$ cat src/dcsio_pkg.sv
// package: types, constants and sizes for the dual channel serial controller
package dcsio_pkg;

   localparam int TX_DEPTH    = 2;
   localparam int RX_DEPTH    = 4;
   localparam int STAGE_DEPTH = 8;

   localparam int TX_IW = (TX_DEPTH > 1) ? $clog2(TX_DEPTH) : 1;
   localparam int RX_IW = (RX_DEPTH > 1) ? $clog2(RX_DEPTH) : 1;
   localparam int ST_IW = (STAGE_DEPTH > 1) ? $clog2(STAGE_DEPTH) : 1;
   localparam int TX_CW = $clog2(TX_DEPTH + 1);
   localparam int RX_CW = $clog2(RX_DEPTH + 1);
   localparam int ST_CW = $clog2(STAGE_DEPTH + 1);

   typedef enum logic [2:0] {
      CMD_WRITE    = 3'd0,
      CMD_READ     = 3'd1,
      CMD_RX_BYTE  = 3'd2,
      CMD_RX_CLEAR = 3'd3,
      CMD_TX_TICK  = 3'd4,
      CMD_RX_TICK  = 3'd5,
      CMD_RETI     = 3'd6
   } cmd_type;

   // wr0 command field, bits 5:3
   localparam logic [2:0] WR0_CHAN_RESET = 3'b011;
   localparam logic [2:0] WR0_RX_INT_EN  = 3'b100;
   localparam logic [2:0] WR0_TX_INT_CLR = 3'b101;
   localparam logic [2:0] WR0_ERR_RESET  = 3'b110;

   localparam logic [2:0] PTR_RR0 = 3'd0;
   localparam logic [2:0] PTR_RR1 = 3'd1;
   localparam logic [2:0] PTR_RR2 = 3'd2;
   localparam logic [2:0] PTR_WR5 = 3'd5;

   localparam logic [2:0] ST_TX_EMPTY = 3'd2;
   localparam logic [2:0] ST_TX_BUF   = 3'd0;
   localparam logic [2:0] ST_RX_CHAR  = 3'd4;
   localparam logic [2:0] ST_RX_SPEC  = 3'd6;

   localparam logic [7:0] RR1_BASE  = 8'h8e;
   localparam logic [4:0] RIC_MAX   = 5'd31;

   typedef struct packed {
      logic [2:0] cmd;
      logic       channel;
      logic       reg_select;
      logic [7:0] data;
      logic       int_pending;
   } req_type;

   typedef struct packed {
      logic [7:0] read_data;
      logic       tx_valid;
      logic [7:0] tx_byte;
      logic       rts_changed;
      logic       rts_level;
      logic       dtr_changed;
      logic       dtr_level;
      logic       irq_request;
      logic [7:0] irq_vector;
      logic       irq_cancel;
   } rsp_type;

   typedef struct packed {
      logic next_rx_int;
      logic rx_first;
      logic tx_int;
      logic rx_overrun;
      logic tx_underrun;
      logic tx_active;
      logic rx_active;
   } chan_flags_type;

   localparam chan_flags_type FLAGS_RESET = '{
      next_rx_int: 1'b0, rx_first: 1'b0, tx_int: 1'b0, rx_overrun: 1'b0,
      tx_underrun: 1'b1, tx_active: 1'b0, rx_active: 1'b0};

endpackage

$ cat src/dual_channel_serial_io_controller_unit.sv
// top level: two channel serial controller with register file, fifos and interrupts
//
// usage: every item on req_ (bus write/read, rx byte, rx clear, tx tick,
// rx tick, reti) gives exactly one item on rsp_ holding read data, the sent
// byte, rts/dtr changes and interrupt request/cancel with its vector.
// items pass an input register and then one stage of logic that updates the
// channel state and loads the result register.
// throughput: 1 item per cycle; a new item is taken while the previous
// result sits in the result register, as long as rsp_stall is low.
// when rsp_stall is high the result holds, the input register fills and
// req_stall rises; nothing is dropped.
// reset (synchronous): write registers, pointers and fifos cleared,
// underflow flags set, vector 0, both stages empty.
module dual_channel_serial_io_controller_unit
   import dcsio_pkg::*;
(
   input  logic    clock,
   input  logic    reset,
   input  logic    req_valid,
   output logic    req_stall,
   input  req_type req_data,
   output logic    rsp_valid,
   input  logic    rsp_stall,
   output rsp_type rsp_data
);

   req_type        req_ff;
   logic           req_valid_ff, req_valid_in;
   rsp_type        rsp_ff, rsp_in;
   logic           rsp_valid_ff, rsp_valid_in;
   logic           advance, proc;

   logic [7:0]     wr_ff [2][8];
   logic [7:0]     wr_in [2][8];
   logic [2:0]     ptr_ff [2];
   logic [2:0]     ptr_in [2];
   logic [7:0]     txb_ff [2][TX_DEPTH];
   logic [7:0]     txb_in [2][TX_DEPTH];
   logic [TX_IW-1:0] txh_ff [2];
   logic [TX_IW-1:0] txh_in [2];
   logic [TX_CW-1:0] txc_ff [2];
   logic [TX_CW-1:0] txc_in [2];
   logic [7:0]     rxb_ff [2][RX_DEPTH];
   logic [7:0]     rxb_in [2][RX_DEPTH];
   logic [RX_IW-1:0] rxh_ff [2];
   logic [RX_IW-1:0] rxh_in [2];
   logic [RX_CW-1:0] rxc_ff [2];
   logic [RX_CW-1:0] rxc_in [2];
   logic [7:0]     stb_ff [2][STAGE_DEPTH];
   logic [7:0]     stb_in [2][STAGE_DEPTH];
   logic [ST_IW-1:0] sth_ff [2];
   logic [ST_IW-1:0] sth_in [2];
   logic [ST_CW-1:0] stc_ff [2];
   logic [ST_CW-1:0] stc_in [2];
   chan_flags_type flags_ff [2];
   chan_flags_type flags_in [2];
   logic [4:0]     ric_ff [2];
   logic [4:0]     ric_in [2];
   logic [7:0]     vec_ff, vec_in;

   assign advance   = !rsp_valid_ff || !rsp_stall;
   assign proc      = req_valid_ff && advance;
   assign req_stall = req_valid_ff && !advance;
   assign rsp_valid = rsp_valid_ff;
   assign rsp_data  = rsp_ff;

   assign req_valid_in = (req_valid && !req_stall) ? 1'b1 : (proc ? 1'b0 : req_valid_ff);
   assign rsp_valid_in = proc ? 1'b1 : (rsp_stall ? rsp_valid_ff : 1'b0);

   // status-modified vector from channel b wr1/wr2
   function automatic logic [7:0] make_vector(input logic [7:0] wr1b, input logic [7:0] wr2b,
                                              input logic ch, input logic [2:0] st);
      if (wr1b[2]) begin
         return {wr2b[7:4], ~ch, st};
      end
      return {wr2b[7:1], 1'b0};
   endfunction

   always_comb begin
      logic            c;
      logic [7:0]      d;
      logic [TX_CW:0]  tx_sum;
      logic [RX_CW:0]  rx_sum;
      logic [ST_CW:0]  st_sum;
      logic [7:0]      sbyte;
      logic            want;
      wr_in    = wr_ff;
      ptr_in   = ptr_ff;
      txb_in   = txb_ff;
      txh_in   = txh_ff;
      txc_in   = txc_ff;
      rxb_in   = rxb_ff;
      rxh_in   = rxh_ff;
      rxc_in   = rxc_ff;
      stb_in   = stb_ff;
      sth_in   = sth_ff;
      stc_in   = stc_ff;
      flags_in = flags_ff;
      ric_in   = ric_ff;
      vec_in   = vec_ff;
      rsp_in   = '0;
      c        = req_ff.channel;
      d        = req_ff.data;
      tx_sum   = '0;
      rx_sum   = '0;
      st_sum   = '0;
      sbyte    = '0;
      want     = 1'b0;
      if (proc) begin
         case (cmd_type'(req_ff.cmd))
            CMD_WRITE: begin
               if (!req_ff.reg_select) begin
                  if (txc_ff[c] < TX_CW'(TX_DEPTH)) begin
                     tx_sum = (TX_CW+1)'(txh_ff[c]) + (TX_CW+1)'(txc_ff[c]);
                     if (tx_sum >= (TX_CW+1)'(TX_DEPTH)) begin
                        tx_sum = tx_sum - (TX_CW+1)'(TX_DEPTH);
                     end
                     txb_in[c][tx_sum[TX_IW-1:0]] = d;
                     txc_in[c] = txc_ff[c] + 1'b1;
                  end
                  flags_in[c].tx_active = 1'b1;
                  flags_in[c].tx_int    = 1'b0;
               end else begin
                  if (ptr_ff[c] == PTR_RR0) begin
                     unique case (d[5:3])
                        WR0_CHAN_RESET: begin
                           for (int k = 0; k < 8; k++) begin
                              wr_in[c][k] = '0;
                           end
                           txh_in[c]   = '0;
                           txc_in[c]   = '0;
                           rxh_in[c]   = '0;
                           rxc_in[c]   = '0;
                           sth_in[c]   = '0;
                           stc_in[c]   = '0;
                           flags_in[c] = FLAGS_RESET;
                           ric_in[c]   = '0;
                        end
                        WR0_RX_INT_EN:  flags_in[c].next_rx_int = 1'b1;
                        WR0_TX_INT_CLR: flags_in[c].tx_int      = 1'b0;
                        WR0_ERR_RESET:  flags_in[c].rx_overrun  = 1'b0;
                        default: ;
                     endcase
                     if (d[7:6] == 2'b11) begin
                        flags_in[c].tx_underrun = 1'b0;
                     end
                  end else if (ptr_ff[c] == PTR_WR5) begin
                     if (wr_ff[c][5][1] != d[1]) begin
                        rsp_in.rts_changed = 1'b1;
                        rsp_in.rts_level   = ~d[1];
                     end
                     if (wr_ff[c][5][7] != d[7]) begin
                        rsp_in.dtr_changed = 1'b1;
                        rsp_in.dtr_level   = ~d[7];
                     end
                  end
                  wr_in[c][ptr_ff[c]] = d;
                  ptr_in[c] = (ptr_ff[c] == PTR_RR0) ? d[2:0] : PTR_RR0;
               end
            end
            CMD_READ: begin
               if (!req_ff.reg_select) begin
                  if (ric_ff[c] != '0) begin
                     ric_in[c] = ric_ff[c] - 1'b1;
                     rsp_in.irq_cancel = (ric_ff[c] == 5'd1);
                  end
                  if (rxc_ff[c] != '0) begin
                     rsp_in.read_data = rxb_ff[c][rxh_ff[c]];
                     rxh_in[c] = (rxh_ff[c] == RX_IW'(RX_DEPTH - 1)) ? '0 : rxh_ff[c] + 1'b1;
                     rxc_in[c] = rxc_ff[c] - 1'b1;
                  end
               end else begin
                  if (ptr_ff[c] == PTR_RR0) begin
                     rsp_in.read_data[0] = (rxc_ff[c] != '0);
                     rsp_in.read_data[1] = !c && req_ff.int_pending;
                     rsp_in.read_data[2] = (txc_ff[c] < TX_CW'(TX_DEPTH));
                     rsp_in.read_data[6] = flags_ff[c].tx_underrun;
                  end else if (ptr_ff[c] == PTR_RR1) begin
                     rsp_in.read_data    = RR1_BASE;
                     rsp_in.read_data[0] = (txc_ff[c] == '0);
                     rsp_in.read_data[5] = flags_ff[c].rx_overrun;
                  end else if (ptr_ff[c] == PTR_RR2) begin
                     rsp_in.read_data = c ? vec_ff : 8'h00;
                  end
                  ptr_in[c] = PTR_RR0;
               end
            end
            CMD_RX_BYTE: begin
               if (wr_ff[c][3][0]) begin
                  flags_in[c].rx_active = 1'b1;
                  if (stc_ff[c] == '0) begin
                     flags_in[c].rx_first = 1'b1;
                  end
                  if (stc_ff[c] < ST_CW'(STAGE_DEPTH)) begin
                     st_sum = (ST_CW+1)'(sth_ff[c]) + (ST_CW+1)'(stc_ff[c]);
                     if (st_sum >= (ST_CW+1)'(STAGE_DEPTH)) begin
                        st_sum = st_sum - (ST_CW+1)'(STAGE_DEPTH);
                     end
                     stb_in[c][st_sum[ST_IW-1:0]] = d;
                     stc_in[c] = stc_ff[c] + 1'b1;
                  end
               end
            end
            CMD_RX_CLEAR: begin
               if (d != '0) begin
                  flags_in[c].rx_active = 1'b0;
                  ric_in[c] = '0;
                  sth_in[c] = '0;
                  stc_in[c] = '0;
                  rxh_in[c] = '0;
                  rxc_in[c] = '0;
               end
            end
            CMD_TX_TICK: begin
               if (flags_ff[c].tx_active && wr_ff[c][5][3]) begin
                  rsp_in.tx_valid = 1'b1;
                  if (txc_ff[c] != '0) begin
                     rsp_in.tx_byte = txb_ff[c][txh_ff[c]];
                     txh_in[c] = (txh_ff[c] == TX_IW'(TX_DEPTH - 1)) ? '0 : txh_ff[c] + 1'b1;
                     txc_in[c] = txc_ff[c] - 1'b1;
                  end
                  // count after the take decides between empty and buffer-free
                  if (txc_ff[c] <= TX_CW'(1)) begin
                     if (wr_ff[c][1][0]) begin
                        vec_in = make_vector(wr_ff[1][1], wr_ff[1][2], c, ST_TX_EMPTY);
                        rsp_in.irq_request = 1'b1;
                        rsp_in.irq_vector  = vec_in;
                     end
                     flags_in[c].tx_underrun = 1'b1;
                     flags_in[c].tx_active   = 1'b0;
                  end else if (wr_ff[c][1][1]) begin
                     vec_in = make_vector(wr_ff[1][1], wr_ff[1][2], c, ST_TX_BUF);
                     rsp_in.irq_request = 1'b1;
                     rsp_in.irq_vector  = vec_in;
                     flags_in[c].tx_int = 1'b1;
                  end
               end
            end
            CMD_RX_TICK: begin
               if (flags_ff[c].rx_active) begin
                  if (rxc_ff[c] >= RX_CW'(RX_DEPTH)) begin
                     vec_in = make_vector(wr_ff[1][1], wr_ff[1][2], c, ST_RX_SPEC);
                     rsp_in.irq_request = 1'b1;
                     rsp_in.irq_vector  = vec_in;
                     flags_in[c].rx_overrun = 1'b1;
                     if (stc_ff[c] == '0) begin
                        flags_in[c].rx_active = 1'b0;
                     end
                  end else begin
                     // an empty staging fifo still moves a zero byte
                     if (stc_ff[c] != '0) begin
                        sbyte = stb_ff[c][sth_ff[c]];
                        sth_in[c] = (sth_ff[c] == ST_IW'(STAGE_DEPTH - 1)) ?
                                    '0 : sth_ff[c] + 1'b1;
                        stc_in[c] = stc_ff[c] - 1'b1;
                     end
                     rx_sum = (RX_CW+1)'(rxh_ff[c]) + (RX_CW+1)'(rxc_ff[c]);
                     if (rx_sum >= (RX_CW+1)'(RX_DEPTH)) begin
                        rx_sum = rx_sum - (RX_CW+1)'(RX_DEPTH);
                     end
                     rxb_in[c][rx_sum[RX_IW-1:0]] = sbyte;
                     rxc_in[c] = rxc_ff[c] + 1'b1;
                     want = (wr_ff[c][1][4:3] == 2'b01 &&
                             (flags_ff[c].rx_first || flags_ff[c].next_rx_int)) ||
                            wr_ff[c][1][4];
                     if (want) begin
                        vec_in = make_vector(wr_ff[1][1], wr_ff[1][2], c, ST_RX_CHAR);
                        rsp_in.irq_request = 1'b1;
                        rsp_in.irq_vector  = vec_in;
                        if (ric_ff[c] < RIC_MAX) begin
                           ric_in[c] = ric_ff[c] + 1'b1;
                        end
                     end
                     flags_in[c].rx_first    = 1'b0;
                     flags_in[c].next_rx_int = 1'b0;
                     if (stc_ff[c] <= ST_CW'(1)) begin
                        flags_in[c].rx_active = 1'b0;
                     end
                  end
               end
            end
            CMD_RETI: begin
               if (flags_ff[0].tx_int && wr_ff[0][1][1]) begin
                  vec_in = make_vector(wr_ff[1][1], wr_ff[1][2], 1'b0, ST_TX_BUF);
                  rsp_in.irq_request = 1'b1;
                  rsp_in.irq_vector  = vec_in;
               end else if (flags_ff[1].tx_int && wr_ff[1][1][1]) begin
                  vec_in = make_vector(wr_ff[1][1], wr_ff[1][2], 1'b1, ST_TX_BUF);
                  rsp_in.irq_request = 1'b1;
                  rsp_in.irq_vector  = vec_in;
               end
            end
            default: ;
         endcase
      end
   end

   always_ff @(posedge clock) begin
      if (reset) begin
         req_valid_ff <= 1'b0;
         rsp_valid_ff <= 1'b0;
         for (int k = 0; k < 2; k++) begin
            for (int j = 0; j < 8; j++) begin
               wr_ff[k][j] <= '0;
            end
            ptr_ff[k]   <= '0;
            txh_ff[k]   <= '0;
            txc_ff[k]   <= '0;
            rxh_ff[k]   <= '0;
            rxc_ff[k]   <= '0;
            sth_ff[k]   <= '0;
            stc_ff[k]   <= '0;
            flags_ff[k] <= FLAGS_RESET;
            ric_ff[k]   <= '0;
         end
         vec_ff <= '0;
      end else begin
         req_valid_ff <= req_valid_in;
         rsp_valid_ff <= rsp_valid_in;
         wr_ff        <= wr_in;
         ptr_ff       <= ptr_in;
         txh_ff       <= txh_in;
         txc_ff       <= txc_in;
         rxh_ff       <= rxh_in;
         rxc_ff       <= rxc_in;
         sth_ff       <= sth_in;
         stc_ff       <= stc_in;
         flags_ff     <= flags_in;
         ric_ff       <= ric_in;
         vec_ff       <= vec_in;
      end
   end

   always_ff @(posedge clock) begin
      if (req_valid && !req_stall) begin
         req_ff <= req_data;
      end
      if (proc) begin
         rsp_ff <= rsp_in;
      end
      txb_ff <= txb_in;
      rxb_ff <= rxb_in;
      stb_ff <= stb_in;
   end

endmodule

$ cat config.mk
export PLATFORM = sky130hd
export DESIGN_NAME = dual_channel_serial_io_controller_unit
export DESIGN_NICKNAME = d
export VERILOG_FILES = /design/src/dcsio_pkg.sv /design/src/dual_channel_serial_io_controller_unit.sv
export SDC_FILE = /design/constraint.sdc
export NUM_CORES = 1
export LEC_CHECK = 0
export BUFFER_PORTS_ARGS = -buffer_cell sky130_fd_sc_hd__buf_2
export CAP_MARGIN = 0
export CORE_UTILIZATION = 50
export DETAILED_ROUTE_END_ITERATION = 7
export HOLD_SLACK_MARGIN = 0.05
export PLACE_DENSITY = 0.64
export SLEW_MARGIN = 20
export SYNTH_ARGS = -nofsm -noshare
export SYNTH_HDL_FRONTEND = slang
export SYNTH_SLANG_ARGS = --single-unit
$ cat constraint.sdc
create_clock -name clock -period 4.8 [get_ports clock]
set_input_delay 0.72 -clock clock [delete_from_list [all_inputs] [get_ports clock]]
set_output_delay 0.72 -clock clock [all_outputs]
set_load 0.03 [all_outputs]
# After elaboration in Yosys (flattened, before gate mapping)
# Cells that the tools add are included.
dict set report word_totals {
  regBits 467
  latch_bits 0
  ram_bits 0
  mem_bits_ro 0
  inputBits 18
  output_inout_bits 33
  elab_cells 609
  memories 0
}
dict set report op_classes {
  n_addsub 17
  mul 0
  n_div 0
  magnitude_cmp 22
  eq_ne 45
  shifts 0
  muxes 324
  bitwise 51
  reduce_logical 58
}
# cell count
set op_table {}
lappend op_table {{128-bit AND} 8}
lappend op_table {{128-bit NOT} 8}
lappend op_table {{64-bit demux with 1-bit select} 10}
lappend op_table {{128-bit two-way mux} 5}
lappend op_table {{8-bit two-way mux} 53}
lappend op_table {{64-bit two-way mux} 6}
lappend op_table {{128-bit bitwise mux} 2}
lappend op_table {{14-bit bitwise mux} 17}
lappend op_table {{14-bit two-way mux} 17}
lappend op_table {{32-bit two-way mux} 5}
lappend op_table {{53-bit two-way mux} 3}
lappend op_table {{6-bit two-way mux} 18}
lappend op_table {{10-bit two-way mux} 10}
lappend op_table {{9-bit two-way mux} 10}
lappend op_table {{16-bit two-way mux} 5}
lappend op_table {{14-bit one-hot mux with 5 select lines} 1}
lappend op_table {{4-bit two-way mux} 17}
lappend op_table {{64-bit bitwise mux} 1}
lappend op_table {{3-bit two-way mux} 20}
lappend op_table {{7-bit demux with 1-bit select} 8}
lappend op_table {{56-bit two-way mux} 1}
lappend op_table {{14-bit one-hot mux with 4 select lines} 1}
lappend op_table {{8-bit demux with 3-bit select} 2}
lappend op_table {{48-bit two-way mux} 1}
lappend op_table {{other kinds (110)} 288}

# Longest topological paths before layout
# Gate-level depths: netlist (run 1).
dict set report depth {
  ltp_word 20
  mapped_depth 14
  mapped_depth_nobuf 8
}

# Least setup slack after synthesis (run 1)
# Ideal clock, no wire load.
dict set report synth_timing {
  path_kind {register to register}
  from {register req_ff[10] in the netlist's numbering}
  to {register stb_ff[40] in the netlist's numbering (enable)}
  setup_ps 383
  arrival_time_ps 3568
  required_ps 4417
  path_slack_ps 849
  path_stages_with_launch 15
  n_path_buf 7
  synth_period_minus_slack_ps 3951
  cell_sequence {edfxtp_1 > buf_6 > buf_4 > buf_2 > buf_4 > buf_2 > buf_2 > buf_1 > mux2_2 > ha_1 > inv_1 > fa_1 > xnor2_1 > nand4_1 > nor3_1}
}
dict set report synth_via {
  elab_chain_cells 6
  elab_cells_between_ends 9
  classes_between {1 x order compare; 6 x mux; 1 x bitwise; 1 x reduce/logical}
}
# element line_no
set synth_lines {}
lappend synth_lines {{start, declared} dual_channel_serial_io_controller_unit.sv:27} ;# req_type req_ff;
lappend synth_lines {{start signal, assigned} dual_channel_serial_io_controller_unit.sv:336} ;# req_ff <= req_data;
lappend synth_lines {{1-bit NOT with 2-bit output (not written as such) *} {dual_channel_serial_io_controller_unit.sv:189, dual_channel_serial_io_controller_unit.sv:194}}
lappend synth_lines {{4-bit two-way mux (not written as such) (3 in a row)} dual_channel_serial_io_controller_unit.sv:194} ;# if (stc_ff[c] < ST_CW'(STAGE_DEPTH)) begin
lappend synth_lines {{4-bit less-than comparator} dual_channel_serial_io_controller_unit.sv:194}
lappend synth_lines {{4-bit AND reduction (no line) *} --}
lappend synth_lines {{end signal, assigned} dual_channel_serial_io_controller_unit.sv:343} ;# stb_ff <= stb_in;
lappend synth_lines {{end, declared} dual_channel_serial_io_controller_unit.sv:49} ;# logic [7:0] stb_ff [2][STAGE_DEPTH];
# Every way passes the cells marked *; elsewhere a longest branch is shown, timed or not. The select of a mux whose other input is x is not followed.
# A chain may end at the register's enable or synchronous reset.

# Worst setup path after layout (run 1)
dict set report layout_timing {
  from {register req_ff[10] in the netlist's numbering}
  to {register stb_ff[99] in the netlist's numbering (enable)}
}
# Same word-level chain as after synthesis.

==> impl_metrics.env, run 1 <==
export IMPL_dpl_cell_area_sq_um=17110
export IMPL_vias=11120
export IMPL_end_kind="flop"
export IMPL_dr_pass1_iters=5
export IMPL_synth_nets=1390
export IMPL_drtIter0Drc=1018
export IMPL_numCtsBuffers=39
export IMPL_cts_resized=0
export IMPL_yosys_top_cells_area="edfxtp_1 49%, dfxtp_1 11%, mux2i_1 7.2%, a211oi_1 3.7%, nor2_1 2.8%"
export IMPL_place_gp_congestion=0.9575
export IMPL_hold_path_class="in -> reg"
export IMPL_cts_setup_buffers=0
export IMPL_die_w_um=182.8
export IMPL_maxCapViolCount=0
export IMPL_fin_crit_sh=0.7486
export IMPL_wirelength_um=41020
export IMPL_synth_top_area_frac=0.4923
export IMPL_worst_pin_slew_ns=1.087
export IMPL_initial_utilization=0.5128
export IMPL_hpwlAfterDp_um=27210
export IMPL_finalHoldWorstSlack_ns=0.3610
export IMPL_p_leak_uw=0.006168
export IMPL_synth_seq_area_share=0.6062
export IMPL_crit_path_top_delay_cell="edfxtp_1"
export IMPL_netlist_area_sq_um=16350
export IMPL_finish_net_count=1432
export IMPL_cts_root_buf="clkbuf_16"
export IMPL_regArea_sq_um=9912
export IMPL_viasPerCell=5.980
export IMPL_power_per_cell_area_nw_per_um2=364.2
export IMPL_path_cells="buf_4, mux2i_1, fa_1, nand2b_1, nor2_1"
export IMPL_gr_total_overflow=0
export IMPL_final_area_sq_um=18360
export IMPL_cts_tree="yes"
export IMPL_path_delay_family="simple AND/OR/NAND/NOR gates"
export IMPL_io_buffers=49
export IMPL_synth_cell_type_count=84
export IMPL_holdBufCountCts=0
export IMPL_syn_area_per_cell_sq_um=12.07
export IMPL_drv_slew=0
export IMPL_synth_seq_cells=361
export IMPL_grt_pass1_wl_um=62930
export IMPL_synth_edf_count=268
export IMPL_ys_warn_count=0
export IMPL_grt_max_degree=80
export IMPL_ios=51
export IMPL_slew_headroom=0.2712
export IMPL_n_antenna_cell=0
export IMPL_hold_violations=0
export IMPL_peakVddDrop_mv=0.3199
export IMPL_critPathRequiredTime_ns=4.97
export IMPL_area_delta_synth_final_pct=12.31
export IMPL_cp_num_buf_inv=1
export IMPL_netlist_instances=1354
export IMPL_max_stage_delay_ns=0.80
export IMPL_grt_setup_unrepaired="no"
export IMPL_period_minus_slack_ns=3.593
export IMPL_final_setup_tns_ns=0
export IMPL_synth_flop_cell="edfxtp_1"
export IMPL_grt_use_total=0.2476
export IMPL_async_flop_share=0
export IMPL_outcome="completed"
export IMPL_total_power_uw=6687
export IMPL_multiInputGateArea_sq_um=5998
export IMPL_final_antenna_net_count=0
export IMPL_die_area_sq_um=33420
export IMPL_fillers=2708
export IMPL_crit_fanout=24
export IMPL_final_util=0.5759
export IMPL_clockBufferDepth=3
export IMPL_critPathArrivalTime_ns=3.76
export IMPL_fp_dieH_um=182.8
export IMPL_antenna_found_initial=0
export IMPL_grt_pass1_vias=10800
export IMPL_path_clk_slew_ns=0.06
export IMPL_route_detailed_drc=0
export IMPL_crit_type="reg -> reg"
export IMPL_num_rows=65
export IMPL_crit_path_start_kind="flop"
export IMPL_fmax_ghz=0.2783
export IMPL_setup_viol=0
export IMPL_layout_drive_gt1_share=0.1313
export IMPL_core_area_sq_um=31880
export IMPL_post_drt_wl_per_cell_um=22.07
export IMPL_htreeDepth=2
export IMPL_fin_skew_ns=0.02026
export IMPL_yosysTopAreaCell="edfxtp_1"
export IMPL_clkSinkCount=361
export IMPL_clk_latency_ns=0.54
-- kinds of logic (layout without fill, tap and decap cells) --
group	Yosys count	in the layout	synth area share
buffers and inverters	114	184	0.02878
AOI/OAI and AO/OA	300	300	0.1281
xor gates and xnor gates	19	19	0.01018
muxes	135	135	0.08902
other	1	1	0.0002294
adders and majority gates	18	18	0.01424
and+or+nand+nor	406	406	0.1233
DFF	361	361	0.6062
-- cells in the final DEF (no fill, tap or decap), types with 6 or more instances in the layout --
cell	n
nor3b_1	6
o21ai_0	30
a311oi_1	15
clkbuf_1	7
nand2b_1	9
o21a_1	6
o211ai_1	6
and2_1	11
nor3_1	27
or3_1	6
and3_1	7
nor2_1	123
a21oi_1	69
xor2_1	8
o31ai_1	6
mux4_2	7
edfxtp_1	268
a31oi_1	11
nand4_1	11
nand3_1	20
xnor2_1	11
mux2i_1	116
nor4_1	10
o22ai_1	6
a211oi_1	80
nor2b_1	45
nand2_1	95
ha_1	17
clkinv_1	10
mux2_2	10
buf_2	49
inv_1	21
a22oi_1	27
dfxtp_1	91
clkbuf_16	41
buf_4	42
-- synthesized netlist by cell type (all sizes together) (9+ instances only) --
| cell type | count |
|---|---|
| o21ai | 30 |
| edfxtp | 268 |
| nand4 | 11 |
| a211oi | 80 |
| a31oi | 11 |
| and2 | 12 |
| nand2 | 95 |
| a21oi | 70 |
| nor2 | 123 |
| ha | 17 |
| clkbuf | 59 |
| xnor2 | 11 |
| nor2b | 45 |
| inv | 22 |
| nor4 | 12 |
| buf | 31 |
| nor3 | 32 |
| mux2i | 118 |
| a311oi | 15 |
| mux2 | 10 |
| a22oi | 27 |
| nand2b | 9 |
| dfxtp | 93 |
| nand3 | 21 |
-- registers in the layout, summed over array words and instances (netlist names), 4 cells and up --
signal / flops
req_ff: 14
vec_ff: 7
txc_ff: 4
txb_ff: 32
flags_ff: 14
rxc_ff: 6
ric_ff: 10
stc_ff: 8
ptr_ff: 6
wr_ff: 24
sth_ff: 6
stb_ff: 128
rxb_ff: 64
rsp_data: 30
rxh_ff: 4
-- power breakdown --
part | switching, uW | internal [uW] | leakage [uW] | total (uW)
clock | 1190 | 1760 | 0.000610 | 2950
combinational | 248 | 93.2 | 0.00236 | 342
sequential | 27.9 | 3370 | 0.00320 | 3400
total | 1470 | 5220 | 0.00617 | 6690
-- area by class of cell --
| type | count | share of cell area |
|---|---|---|
| flip-flops and latches | 361 | 0.5399 |
| repair buffers | 91 | 0.03053 |
| clock buffers | 51 | 0.05957 |
| inverters | 24 | 0.004907 |
| well taps | 435 | 0.02965 |
| multi-input cells | 879 | 0.3267 |
| clock inverters | 18 | 0.008724 |
-- final timing paths --
kind	startpoint	cells after the start	slack, ns	to
worst min register to register	flags_ff[12]	1	0.47	flags_ff[12]
worst max-delay path	req_ff[10]	5	1.21	stb_ff[99]
worst min-delay path	req_data[9]	1	0.36	req_ff[9]
worst max register to register	req_ff[10]	5	1.21	stb_ff[99]
-- per-stage QoR --
step                      cells  worst slack (ns)
after global routing       1859            0.9334
after global placement     1790             1.207
after CTS                  1859             1.231
after floorplan            1354            0.8486
final                      1859             1.207
after detailed placement   1790             1.261
-- metal layers --
| layer | GRT usage | wire length (um) |
|---|---|---|
| met5 | 0.002963 | 0 |
| met4 | 0.08433 | 1266 |
| met3 | 0.03118 | 2217 |
| met2 | 0.4090 | 19500 |
| met1 | 0.3390 | 18040 |
No activity file was read; power rests on OpenSTA's default activity.
==> inputs of run 2 (changes only) <==
--- a/config.mk
+++ b/config.mk
@@ -10,7 +10,7 @@
 export CORE_UTILIZATION = 50
 export DETAILED_ROUTE_END_ITERATION = 7
 export HOLD_SLACK_MARGIN = 0.05
-export PLACE_DENSITY = 0.64
+export PLACE_DENSITY = 0.67
 export SLEW_MARGIN = 20
 export SYNTH_ARGS = -nofsm -noshare
 export SYNTH_HDL_FRONTEND = slang
==> constraint.sdc (replaced) <==
create_clock -name clock -period 3 [get_ports clock]
set_input_delay 0.45 -clock clock [delete_from_list [all_inputs] [get_ports clock]]
set_output_delay 0.45 -clock clock [all_outputs]
set_load 0.03 [all_outputs]
==> run 2 against run 1 <==
  * Sequential share of layout area fell by 1.8 points
  * Fmax rose by 27%
  * Flip-flop and latch count did not move
  * Via count rose by 2.9%
  * Non-clock buffer count rose by 46
  * Clock skew rose by 0.0032 ns
  * Global-route usage rose by 0.53 points
  * Worst setup slack got worse by 1.0 ns
  * Sequential power rose by 59%
  * Critical endpoint is now flags_ff[9]
  * Largest power group unchanged
  * Highest routed layer unchanged
==> impl_metrics.env, run 2 (synthesis gave the netlist of run 1 again) <==
export IMPL_post_drt_wl_per_cell_um=21.80
export IMPL_cpMostUsedCell="buf_12"
export IMPL_rrSetupSlack_ns=0.18
export IMPL_cp_num_buf_inv=2
export IMPL_largest_register="stb_ff"
export IMPL_max_stage_delay_ns=0.52
export IMPL_drtIter0Drc=971
export IMPL_route_detailed_drc=0
export IMPL_r2r_start="req_ff[10]"
export IMPL_holdBufCountCts=0
export IMPL_final_setup_tns_ns=0
export IMPL_outcome="completed"
export IMPL_cp_endpoint="flags_ff[9]"
export IMPL_viasPerCell=5.996
export IMPL_crit_path_start="req_ff[10]"
export IMPL_reg_top3="stb_ff: 128 flops, rxb_ff: 64 flops, txb_ff: 32 flops"
export IMPL_layout_drive_gt1_share=0.1875
export IMPL_peakVddDrop_mv=0.5326
export IMPL_grt_max_degree=70
export IMPL_hpwlAfterDp_um=28000
export IMPL_gr_total_overflow=0
export IMPL_period_minus_slack_ns=2.821
export IMPL_critPathArrivalTime_ns=3.23
export IMPL_worst_pin_slew_ns=1.069
export IMPL_fin_skew_ns=0.02344
export IMPL_fin_crit_sh=0.9402
export IMPL_final_antenna_net_count=0
export IMPL_placed_cells=1836
export IMPL_maxCapViolCount=0
export IMPL_area_delta_synth_final_pct=16.24
export IMPL_crit_type="reg -> reg"
export IMPL_crit_fanout=58
export IMPL_htreeDepth=2
export IMPL_numCtsBuffers=39
export IMPL_crit_path_top_delay_cell="or4_1"
export IMPL_largest_reg_flops=128
export IMPL_finalHoldWorstSlack_ns=0.09995
export IMPL_antenna_found_initial=1
export IMPL_die_area_sq_um=33420
export IMPL_cts_resized=0
export IMPL_io_buffers=49
export IMPL_power_per_cell_area_nw_per_um2=554.5
export IMPL_drv_slew=0
export IMPL_wirelength_um=41570
export IMPL_cts_tree="yes"
export IMPL_ios=51
export IMPL_grt_use_total=0.2530
export IMPL_grt_setup_unrepaired="no"
export IMPL_stdcell_count=1907
export IMPL_fmax_ghz=0.3545
export IMPL_grt_pass1_vias=11270
export IMPL_initial_utilization=0.5128
export IMPL_setup_viol=0
export IMPL_grt_pass1_wl_um=64690
export IMPL_path_cells="buf_12, buf_12, nand3_1, a221oi_2, o211ai_2, or2_1, or4_1, a221o_1"
export IMPL_path_clk_slew_ns=0.06
export IMPL_crit_cells=8
export IMPL_finish_net_count=1478
export IMPL_vias=11430
export IMPL_fillers=2607
export IMPL_num_rows=65
export IMPL_crit_path_start_kind="flop"
export IMPL_clk_latency_ns=0.53
export IMPL_cts_root_buf="clkbuf_16"
export IMPL_path_delay_family="simple AND/OR/NAND/NOR gates"
export IMPL_rr_worst_depth=8
export IMPL_core_area_sq_um=31880
export IMPL_n_antenna_cell=0
export IMPL_place_gp_congestion=0.9728
export IMPL_die_w_um=182.8
export IMPL_slew_headroom=0.2830
export IMPL_critPathRequiredTime_ns=3.41
export IMPL_hold_violations=0
export IMPL_dr_pass1_iters=6
export IMPL_clockBufferDepth=3
export IMPL_end_kind="flop"
export IMPL_layout_commonest_cell="edfxtp_1"
export IMPL_p_leak_uw=0.006413
export IMPL_cts_setup_buffers=0
export IMPL_mostFrequentLayoutCells="268 x edfxtp_1, 114 x mux2i_1, 109 x nor2_1"
export IMPL_r2r_end="flags_ff[9]"
export IMPL_fp_dieH_um=182.8
export IMPL_hold_path_class="in -> reg"
export IMPL_clkSinkCount=361
==> run 2: worst min-delay path by stage <==
stage	cells past startpoint	startpoint	slack (ns)	endpoint
after CTS	1	req_data[8]	0.08	req_ff[8]
after global routing	1	req_data[5]	0.08	req_ff[5]
final	1	req_data[8]	0.1	req_ff[8]
after floorplan	1	flags_ff[12]	0.44	flags_ff[12]
after detailed placement	1	flags_ff[2]	0.45	flags_ff[2]
after global placement	1	flags_ff[12]	0.45	flags_ff[12]
==> run 2: power breakdown <==
part | leakage [uW] | internal, uW | total, uW | switching, uW
clock | 0.000590 | 2570 | 4510 | 1930
sequential | 0.00320 | 5390 | 5420 | 27.9
combinational | 0.00263 | 183 | 614 | 431
==> run 2: layout make-up <==
class | count | area [sq um] | share of cell area
clock buffers | 45 | 998.5 | 0.05254
clock inverters | 26 | 201.4 | 0.01060
inverters | 24 | 90.09 | 0.004741
multi-input cells | 879 | 6287 | 0.3309
flip-flops and latches | 361 | 9912 | 0.5216
well taps | 435 | 544.3 | 0.02864
repair buffers | 137 | 968.4 | 0.05096
==> run 2: through the flow <==
step	area [sq um]	utilization	power, uW	worst slack (ns)
2_1_floorplan	16680	-	5895	-0.4074
3_3_place_gp	17780	0.5578	6118	0.3045
3_5_place_dp	17780	0.5578	6125	0.2179
4_1_cts	18980	0.5954	10600	0.2119
5_1_grt	19000	0.5960	10850	0.06124
6_report	19000	0.5960	10540	0.1793
==> run 2: routing by layer <==
layer  share of wire  global-route usage
met4           0.029             0.07700
met1            0.44              0.3499
met5               0                   0
met3           0.066             0.03952
met2            0.47              0.4125
==> run 2: worst register-to-register path, stage by stage (launching register included) <==
cell and delay (ns):
edfxtp_1 0.38, buf_12 0.19, buf_12 0.31, nand3_1 0.23, a221oi_2 0.41, o211ai_2 0.12
or2_1 0.26, or4_1 0.52, a221o_1 0.30
==> inputs of run 3 (changes only) <==
--- a/config.mk
+++ b/config.mk
@@ -7,10 +7,14 @@
 export LEC_CHECK = 0
 export BUFFER_PORTS_ARGS = -buffer_cell sky130_fd_sc_hd__buf_2
 export CAP_MARGIN = 0
-export CORE_UTILIZATION = 50
+export CELL_PAD_IN_SITES_DETAIL_PLACEMENT = 0
+export CELL_PAD_IN_SITES_GLOBAL_PLACEMENT = 1
+export CORE_UTILIZATION = 46
 export DETAILED_ROUTE_END_ITERATION = 7
 export HOLD_SLACK_MARGIN = 0.05
-export PLACE_DENSITY = 0.67
+export MAX_ROUTING_LAYER = met4
+export PLACE_DENSITY = 0.74
+export REMOVE_ABC_BUFFERS = 1
 export SLEW_MARGIN = 20
 export SYNTH_ARGS = -nofsm -noshare
 export SYNTH_HDL_FRONTEND = slang
==> run 3 against run 2 <==
  * Hold slack got worse by 0.014 ns
  * Clock skew decreased by 0.0054 ns
  * Via count about the same
  * Register-to-register slack improved by 0.03 ns
  * Cell count increased by 2.3%
  * Worst setup slack improved by 0.030 ns
  * Core utilization decreased by 5.0 points
  * Die area increased by 8.6%
  * Global-route usage decreased by 0.61 points
  * Largest cell class unchanged
==> impl_metrics.env, run 3 (synthesis gave the netlist of run 1 again) <==
export IMPL_outcome="completed"
export IMPL_hold_path_class="in -> reg"
export IMPL_post_drt_wl_per_cell_um=21.83
export IMPL_path_clk_slew_ns=0.06
export IMPL_drv_slew=0
export IMPL_min_to="req_ff[5]"
export IMPL_final_area_sq_um=18960
export IMPL_r2r_end="vec_ff[7]"
export IMPL_core_area_sq_um=34710
export IMPL_grt_use_total=0.2468
export IMPL_place_gp_congestion=0.9012
export IMPL_worst_pin_slew_ns=0.7184
export IMPL_antenna_found_initial=0
export IMPL_max_stage_delay_ns=0.69
export IMPL_vias=11430
export IMPL_critPathArrivalTime_ns=3.21
export IMPL_largest_reg_flops=128
export IMPL_power_per_cell_area_nw_per_um2=573.6
export IMPL_io_buffers=49
export IMPL_grt_pass1_wl_um=65330
export IMPL_place_ws_ns=0.1826
export IMPL_fin_crit_sh=0.9303
export IMPL_die_w_um=190.5
export IMPL_ios=51
export IMPL_final_setup_tns_ns=0
export IMPL_holdCritStartpoint="req_data[5]"
export IMPL_reg_top3="stb_ff: 128 flops, rxb_ff: 64 flops, txb_ff: 32 flops"
export IMPL_dr_pass1_iters=6
export IMPL_gr_total_overflow=0
export IMPL_p_leak_uw=0.006540
export IMPL_initial_utilization=0.4709
export IMPL_layout_drive_gt1_share=0.1719
export IMPL_layout_commonest_cell="edfxtp_1"
export IMPL_rr_worst_depth=7
export IMPL_grt_max_degree=59
export IMPL_wirelength_um=42560
export IMPL_maxCapViolCount=0
export IMPL_dpl_cell_area_sq_um=17670
export IMPL_final_util=0.5461
export IMPL_crit_path_top_delay_cell="a2111oi_4"
export IMPL_clk_latency_ns=0.54
export IMPL_path_cells="buf_12, nand3b_1, a221oi_2, o21ai_0, a2111oi_4, mux2i_1, nor2_1"
export IMPL_end_kind="flop"
export IMPL_clockBufferDepth=3
export IMPL_peakVddDrop_mv=0.4669
export IMPL_period_minus_slack_ns=2.791
export IMPL_cts_tree="yes"
export IMPL_num_rows=68
export IMPL_hold_depth=1
export IMPL_fmax_ghz=0.3583
export IMPL_mostFrequentLayoutCells="268 x edfxtp_1, 123 x nor2_1, 116 x mux2i_1"
export IMPL_numCtsBuffers=39
export IMPL_grt_pass1_vias=11050
export IMPL_critPathRequiredTime_ns=3.42
export IMPL_n_antenna_cell=0
export IMPL_final_antenna_net_count=0
export IMPL_rrSetupSlack_ns=0.21
export IMPL_drtIter0Drc=849
export IMPL_setup_viol=0
export IMPL_die_area_sq_um=36290
export IMPL_fin_ws_ns=0.2092
export IMPL_fin_skew_ns=0.01802
export IMPL_crit_path_start_kind="flop"
export IMPL_htreeDepth=2
export IMPL_finish_net_count=1503
export IMPL_crit_fanout=38
export IMPL_hpwlAfterDp_um=28940
export IMPL_clkSinkCount=361
export IMPL_viasPerCell=5.862
export IMPL_r2r_start="req_ff[10]"
export IMPL_slew_headroom=0.5211
export IMPL_route_detailed_drc=0
export IMPL_finalHoldWorstSlack_ns=0.08558
export IMPL_cts_root_buf="clkbuf_16"
export IMPL_largest_register="stb_ff"
export IMPL_area_delta_synth_final_pct=15.97
export IMPL_fp_dieH_um=190.5
export IMPL_crit_type="reg -> reg"
export IMPL_grt_setup_unrepaired="no"
export IMPL_hold_violations=0
==> run 3: report_power, final <==
group | total (uW) | internal [uW] | switching, uW
Sequential | 5420 | 5390 | 26.5
Clock | 4850 | 2920 | 1930
Combinational | 610 | 184 | 426
Total | 10900 | 8490 | 2380
==> run 3: critical path, delay by kind of cell (launching register included) <==
| kind | cells | cell delay (ns) |
|---|---|---|
| flip-flops | 1 | 0.52 |
| AO/OA/AOI/OAI | 3 | 1.33 |
| buffers and inverters | 1 | 0.24 |
| multiplexers | 1 | 0.26 |
| AND/OR/NAND/NOR | 2 | 0.29 |
==> run 3: cell type report <==
cell class | count | area, sq um
inverter | 24 | 90.09
clock buffer | 44 | 1005
tap | 455 | 569.3
clock inverter | 25 | 275.3
timing repair buffer | 162 | 1119
fill | 2951 | 15760
multi-input combinational | 879 | 5988
sequential | 361 | 9912
==> run 3: worst max-delay path by stage <==
stage / end / depth (start not counted) / slack, ns / start
2_1_floorplan: rxb_ff[0] / 4 / -3.76 / req_ff[10]
3_3_place_gp: rxc_ff[4] / 8 / 0.16 / req_ff[10]
3_5_place_dp: rxc_ff[4] / 8 / 0.18 / req_ff[10]
4_1_cts: rxc_ff[4] / 8 / 0.14 / req_ff[10]
5_1_grt: stb_ff[110] / 9 / 0.009 / req_ff[10]
6_report: vec_ff[7] / 7 / 0.21 / req_ff[10]
==> run 3: routing by layer <==
metal,share of wire,wire length [um],track usage,up-vias
met3,0.062,2623,0.03901,88
met4,0.032,1344,0.08892,0
met2,0.46,19640,0.3813,396
met1,0.45,18950,0.3295,5574
met5,0,0,-,-
li1,-,-,-,5372
==> run 3: stage by stage <==
| step | power, uW | instances |
|---|---|---|
| floorplan | 5854 | 1264 |
| global placement | 6118 | 1881 |
| detailed placement | 6124 | 1881 |
| CTS | 10960 | 1950 |
| global route | 11210 | 1950 |
| finish | 10880 | 1950 |
==> run 3: timing repair <==
| action | 4_1_cts | 5_1_grt |
|---|---|---|
| endpoints found under the setup margin | 0 | 4 |
| gates resized for setup | 0 | 2 |
| hold buffers | 0 | 0 |
| buffers inserted | 0 | 0 |
